`config.mk`:
```
export PLATFORM = sky130hd
export DESIGN_NAME = aarm_cordic_cell
export DESIGN_NICKNAME = d
export VERILOG_FILES = /design/src/sv/aarm_pkg.sv /design/src/sv/aarm_cordic_cell.sv
export SDC_FILE = /design/constraint.sdc
export NUM_CORES = 1
export LEC_CHECK = 0
export ABC_CLOCK_PERIOD_IN_PS = 5600
export BUFFER_PORTS_ARGS = -buffer_cell sky130_fd_sc_hd__buf_4
export CORE_MARGIN = 2
export CORE_UTILIZATION = 33
export DETAILED_ROUTE_END_ITERATION = 16
export PLACE_DENSITY = 0.59
export RECOVER_POWER = 100
export SYNTH_ARGS = -nofsm -noshare
export SYNTH_HDL_FRONTEND = slang
export SYNTH_SLANG_ARGS = --single-unit
```
`constraint.sdc`:
```
create_clock -name aclk -period 5.6 [get_ports aclk]
set_clock_uncertainty 0.2 [all_clocks]
set_input_delay 0.28 -clock aclk [delete_from_list [all_inputs] [get_ports aclk]]
set_output_delay 0.28 -clock aclk [all_outputs]
set_load 0.01 [all_outputs]
```
`src/sv/aarm_pkg.sv`:
```
`timescale 1ns / 1ps
// -----------------------------------------------------------------------------
// aarm_pkg
// Shared types and constants for the axis-angle to rotation matrix block.
// -----------------------------------------------------------------------------
package aarm_pkg;

    localparam int AtanEntries = 24;
    localparam int CordicW = 34;
    localparam logic signed [CordicW-1:0] CordicGain = 34'sd652032874;

    typedef struct packed {
        logic signed [15:0] axis_x;
        logic signed [15:0] axis_y;
        logic signed [15:0] axis_z;
        logic        [15:0] turn_angle;
    } axis_in_t;

    typedef struct packed {
        logic signed [15:0] m_xx;
        logic signed [15:0] m_xy;
        logic signed [15:0] m_xz;
        logic signed [15:0] m_yx;
        logic signed [15:0] m_yy;
        logic signed [15:0] m_yz;
        logic signed [15:0] m_zx;
        logic signed [15:0] m_zy;
        logic signed [15:0] m_zz;
    } matrix_out_t;

    typedef struct packed {
        logic signed [CordicW-1:0] x;
        logic signed [CordicW-1:0] y;
        logic signed [31:0]        z;
        logic        [1:0]         quad;
        logic signed [15:0]        ax;
        logic signed [15:0]        ay;
        logic signed [15:0]        az;
    } cordic_bus_t;

    function automatic logic signed [31:0] atan_turn(input logic [4:0] idx);
        case (idx)
            5'd0:  atan_turn = 32'h20000000;
            5'd1:  atan_turn = 32'h12E4051E;
            5'd2:  atan_turn = 32'h09FB385B;
            5'd3:  atan_turn = 32'h051111D4;
            5'd4:  atan_turn = 32'h028B0D43;
            5'd5:  atan_turn = 32'h0145D7E1;
            5'd6:  atan_turn = 32'h00A2F61E;
            5'd7:  atan_turn = 32'h00517C55;
            5'd8:  atan_turn = 32'h0028BE53;
            5'd9:  atan_turn = 32'h00145F2F;
            5'd10: atan_turn = 32'h000A2F98;
            5'd11: atan_turn = 32'h000517CC;
            5'd12: atan_turn = 32'h00028BE6;
            5'd13: atan_turn = 32'h000145F3;
            5'd14: atan_turn = 32'h0000A2FA;
            5'd15: atan_turn = 32'h0000517D;
            5'd16: atan_turn = 32'h000028BE;
            5'd17: atan_turn = 32'h0000145F;
            5'd18: atan_turn = 32'h00000A30;
            5'd19: atan_turn = 32'h00000518;
            5'd20: atan_turn = 32'h0000028C;
            5'd21: atan_turn = 32'h00000146;
            5'd22: atan_turn = 32'h000000A3;
            5'd23: atan_turn = 32'h00000051;
            default: atan_turn = 32'h0;
        endcase
    endfunction

endpackage

```
`src/sv/aarm_cordic_cell.sv`:
```
`timescale 1ns / 1ps
// -----------------------------------------------------------------------------
// aarm_cordic_cell
// One CORDIC rotation stage; registers its result and forwards the axis.
// -----------------------------------------------------------------------------
module aarm_cordic_cell #(
    parameter int STAGE = 0
) (
    input  logic                  aclk,
    input  logic                  aresetn,
    input  logic                  en,
    input  logic                  in_valid,
    input  aarm_pkg::cordic_bus_t in_bus,
    output logic                  out_valid,
    output aarm_pkg::cordic_bus_t out_bus
);
    import aarm_pkg::*;

    localparam logic signed [31:0] Atan = atan_turn(5'(STAGE));

    cordic_bus_t bus_reg, bus_next;
    logic        valid_reg;

    always_comb begin
        bus_next = in_bus;
        if (!in_bus.z[31]) begin
            bus_next.x = in_bus.x - (in_bus.y >>> STAGE);
            bus_next.y = in_bus.y + (in_bus.x >>> STAGE);
            bus_next.z = in_bus.z - Atan;
        end else begin
            bus_next.x = in_bus.x + (in_bus.y >>> STAGE);
            bus_next.y = in_bus.y - (in_bus.x >>> STAGE);
            bus_next.z = in_bus.z + Atan;
        end
    end

    always_ff @(posedge aclk) begin
        if (!aresetn) begin
            valid_reg <= 1'b0;
        end else if (en) begin
            valid_reg <= in_valid;
        end
        if (en) begin
            bus_reg <= bus_next;
        end
    end

    assign out_valid = valid_reg;
    assign out_bus   = bus_reg;
endmodule

```
Yosys cells after proc, flatten, opt, wreduce, memory -nomap -nowiden
Index checks and enable logic that the tools add are counted.
- word-level logic and storage cells: 14
- bits in registers: 151
- input port bits: 154
- muxes and demuxes: 1
- add/sub/neg operators: 5
- operators with widths (cell ; number):
    2-to-1 mux 100 bit ; 1
    subtractor 34 bit ; 2
    adder 34 bit ; 1
    adder 32 x 31 -> 32 bit (second input constant) ; 1
    subtractor 32 x 31 -> 32 bit (second input constant) ; 1

Logic depth before layout (Yosys ltp)
- depth in word-level cells: 2
- depth in mapped cells: 13
- gate-level depth less buffers: 12

Worst setup path before layout
Ideal clock, no wire load.
- path type: in2reg
- start point: input port in_bus[82] (netlist name)
- end point: register bus_reg (netlist bit out_bus[148]) (data pin)
- setup time: 260 ps
- cell stages on the path: 10
- slack: 2746 ps
- required time: 5140 ps
- arrival: 2394 ps
- cell sequence: ha_1 -> fa_1 -> a21oi_1 -> o221ai_2 -> a31o_2 -> nor4_2 -> o41ai_2 -> a31oi_1 -> o22ai_1 -> xnor2_1
- RTL lines (what ; line ; text):
    from (decl) ; aarm_cordic_cell.sv:13 ; input aarm_pkg::cordic_bus_t in_bus,
    to (signal assigned) ; aarm_cordic_cell.sv:44 ; bus_reg <= bus_next;
    to (decl) ; aarm_cordic_cell.sv:21 ; cordic_bus_t bus_reg, bus_next;

==> flow_metrics.tcl <==
set metrics [dict create \
    status "finished, violations left" \
    violations "capacitance limit, slew limit" \
    max_stage_delay_ns 0.74 \
    cts_buffer_depth 2 \
    rsz0062_at_grt "false" \
    wirelength_mm 36.1 \
    setup_ws_ns 1.35 \
    synth_seq_area_share 0.432 \
    leakage_nw 5.62 \
    cp_slowest_cell "a211oi_1" \
    top_layer_used "met4" \
    synthFlopType "edfxtp_1" \
    dieArea_sq_mm 0.0329 \
    fin_util 0.445 \
    avgRoutedWirePerCell_um 19.8 \
    fin_cells 1823 \
    synth_fp_nets 1307 \
    root_buffer "clkbuf_16" \
    routabilityCongestion 0.868 \
    finalNetCount 1671 \
    start_kind "input port" \
    wl_met3_mm 2.39 \
    power.density_mw_per_mm2 268 \
    clk_pin_slew_ns 0.07 \
    hp-class "input port to flip-flop" \
    min_period_ns 4.25 \
    numPortBuffers 304 \
    tightest_slew_ns 3.40 \
    grt-ovfl-total 0 \
    dp.cells 1708 \
    syn-cell-area_sq_mm 0.0104 \
    crit_chain "clkbuf_1, inv_1, ha_1, nor2b_1, a2111oi_0, o211ai_1, nor2_1, o21ai_0, a211oi_1, o21ai_0, a21oi_1, xnor2_1" \
    critPathMostFrequentCell "o21ai_0" \
    critPathCaptureType "flip-flop" \
    synth_fa_ha_area_frac 0.127 \
    die_h_um 181 \
    antenna_found_initial 0 \
    final_layout_size_suffix_gt1_frac 0.133 \
    grt_pass1_vias 9194 \
    via_count 9457 \
    synth.ff_latch_count 150 \
    boundaryPins 305 \
    crit_family "compound AO/OA/AOI/OAI gates" \
    setup.worst_path.class "input port to flip-flop" \
    drv_slew 100 \
    grt_max_degree 89 \
    wl_met1_mm 16.2 \
    setup_violations 0 \
    ant_nets 0 \
    maxSlewHeadroom -1.26 \
    synth_top_family_by_area "compound AO/OA/AOI/OAI gates" \
    dr.first_iter.drc_count 876 \
    viasPerCell 5.19 \
    cts_tree "built" \
    synthXorXnorAreaFrac 0.0548 \
    numCtsBuffers 17 \
    synth_edf_count 149 \
    rows 64 \
    core_area_sq_mm 0.0308 \
    critPathArrivalTime_ns 4.22 \
    wl_met2_mm 16.9 \
    drc 0 \
    synth_simple_gate_area_frac 0.109 \
    maxCapViolCount 2 \
    synthArstFlopShare 0 \
    path_buf_inv 2 \
    drt_first_pass_iters 5 \
    max_freq_mhz 235 \
    synth_compound_area_frac 0.200 \
    pre_cts_ws_ns 1.55 \
    dp_hpwl_mm 27.7 \
    synth_mux_area_frac 0.0193 \
    avgSynthCellArea_sq_um 9.90 \
    syn2layout_area_growth_pct 32.1 \
    yosys_warnings 0 \
    worstPathMaxFanout 14 \
    total_power_mw 3.68 \
    htree_levels 4 \
    cts.sinks 150 \
    syn_inst 1050 \
    timing.final.crit_share 0.758 \
    grt_pass1_wl_mm 54.3 \
    grt_use_total 0.213 \
    insertedDiodeCount 0 \
    finalSetupTns_ns 0 \
    hold_viol 0 \
    nFillCells 3116 \
    postCtsSetupBuffers 0 \
    die_width_um 181 \
    synth.distinct_cells 74 \
    insertion_delay_ns 0.43 \
    worstPathRequired_ns 5.57 \
    start_util 0.337 \
    ir_worst_vdd_uv 163 \
]
[worst reg2reg max path, stage by stage (launching register included)]
cell	delay, ns
dfxtp_1	0.31
mux2i_1	0.14
nor2b_1	0.07
dlygate4sd3_1	0.55
[cell families after synthesis]
group,count (synthesis)
compound gates,322
xor+xnor,65
fa+ha+maj,103
buf+inv,152
flops,150
mux,20
simple gates,238
[area by class of cell]
| type | instances | area (sq um) | area share |
|---|---|---|---|
| clock inverter | 15 | 161 | 0.0118 |
| sequential | 150 | 4490 | 0.327 |
| multi-input combinational | 748 | 5220 | 0.380 |
| clock buffer | 17 | 425 | 0.0310 |
| timing repair buffer | 390 | 2530 | 0.184 |
| tap | 396 | 495 | 0.0361 |
| inverter | 107 | 402 | 0.0292 |
[synthesized netlist by cell type (3+ instances only)]
cell	count	area [sq um]
o221ai_1	4	35.0
inv_1	102	383
buf_4	3	22.5
edfxtp_1	149	4470
nand2_1	44	165
nor4_1	8	50.1
nor3_1	18	90.1
clkbuf_1	18	67.6
nor2_1	92	345
xor2_1	6	52.6
o311a_1	3	30.0
a211oi_1	8	60.1
nor2b_1	13	81.3
nand3_1	15	75.1
nand4_1	14	87.6
o21ai_0	68	340
a21o_1	15	113
a31oi_1	10	62.6
clkinv_1	4	15.0
nand3b_1	3	22.5
ha_1	99	1240
a22oi_1	4	30.0
a21boi_0	3	22.5
or2_2	3	18.8
xnor2_1	59	517
buf_1	6	22.5
a21oi_1	121	606
fa_1	4	80.1
o21bai_1	13	97.6
a211o_1	3	26.3
a31o_2	4	35.0
o211ai_1	6	45.0
o21a_1	13	97.6
o31ai_1	13	97.6
nand2b_1	13	81.3
or3_1	7	43.8
mux2i_1	20	200
buf_2	18	90.1
[routing by layer]
layer / track usage / up-vias
met4: 0.0563 / 0
met2: 0.355 / 438
li1: - / 4510
met3: 0.0365 / 42
met5: 0 / -
met1: 0.288 / 4467
[cell usage in the layout (no fill, tap or decap), types with 4 or more instances in the layout]
| master | instances |
|---|---|
| clkinvlp_4 | 4 |
| nor3_1 | 18 |
| buf_4 | 68 |
| o211ai_1 | 6 |
| clkbuf_16 | 17 |
| or3_1 | 7 |
| o21ai_0 | 71 |
| o21a_1 | 13 |
| nor2_1 | 92 |
| nand2_1 | 44 |
| ha_1 | 99 |
| nand3_1 | 16 |
| inv_8 | 5 |
| clkbuf_1 | 162 |
| edfxtp_1 | 149 |
| o221ai_1 | 5 |
| inv_1 | 102 |
| xor2_1 | 6 |
| a22oi_1 | 4 |
| a21oi_1 | 121 |
| a21o_1 | 15 |
| o21bai_1 | 13 |
| dlygate4sd3_1 | 83 |
| nor2b_1 | 13 |
| nand2b_1 | 13 |
| clkbuf_4 | 76 |
| xnor2_1 | 59 |
| mux2i_1 | 20 |
| a31oi_1 | 10 |
| a211oi_1 | 10 |
| o31ai_1 | 13 |
| nand4_1 | 14 |
| clkinv_1 | 4 |
| nor4_1 | 9 |
| fa_1 | 4 |
[power by group]
part,switching (mW),leakage (nW),total [mW],internal [mW]
Clock,0.556,0.275,1.15,0.597
Sequential,0.0515,1.47,1.46,1.41
Combinational,0.655,3.88,1.06,0.405
Total,1.26,5.62,3.68,2.41
[through the flow]
stage | hold WS, ns | area, sq um
2_1_floorplan | 0.179 | 10400
3_3_place_gp | 0.258 | 13000
3_5_place_dp | 0.259 | 13000
4_1_cts | 0.0228 | 14400
5_1_grt | 0.0667 | 13700
6_report | 0.0491 | 13700
[state kept, by name, indices dropped and copies added (netlist names)]
register and count:
out_valid 1, out_bus 149
[worst paths after layout]
| kind | from | to | slack [ns] | depth (start not counted) |
|---|---|---|---|---|
| worst max-delay path | in_bus[94] | out_bus[109]$_DFFE_PP_ | 1.35 | 12 |
| worst min-delay path | in_bus[116] | out_bus[116]$_DFFE_PP_ | 0.05 | 3 |
| worst max register to register | out_valid$_SDFFE_PN0P_ | out_valid$_SDFFE_PN0P_ | 4.22 | 3 |
| worst min register to register | out_valid$_SDFFE_PN0P_ | out_valid$_SDFFE_PN0P_ | 0.89 | 3 |
[repair_timing]
action / in CTS / in global routing
hold endpoints to repair: 82 / 0
endpoints found under the setup margin: 0 / 0
gates resized for setup: 0 / 0
hold buffers: 83 / 0
Power figures use the tool's default switching activity.
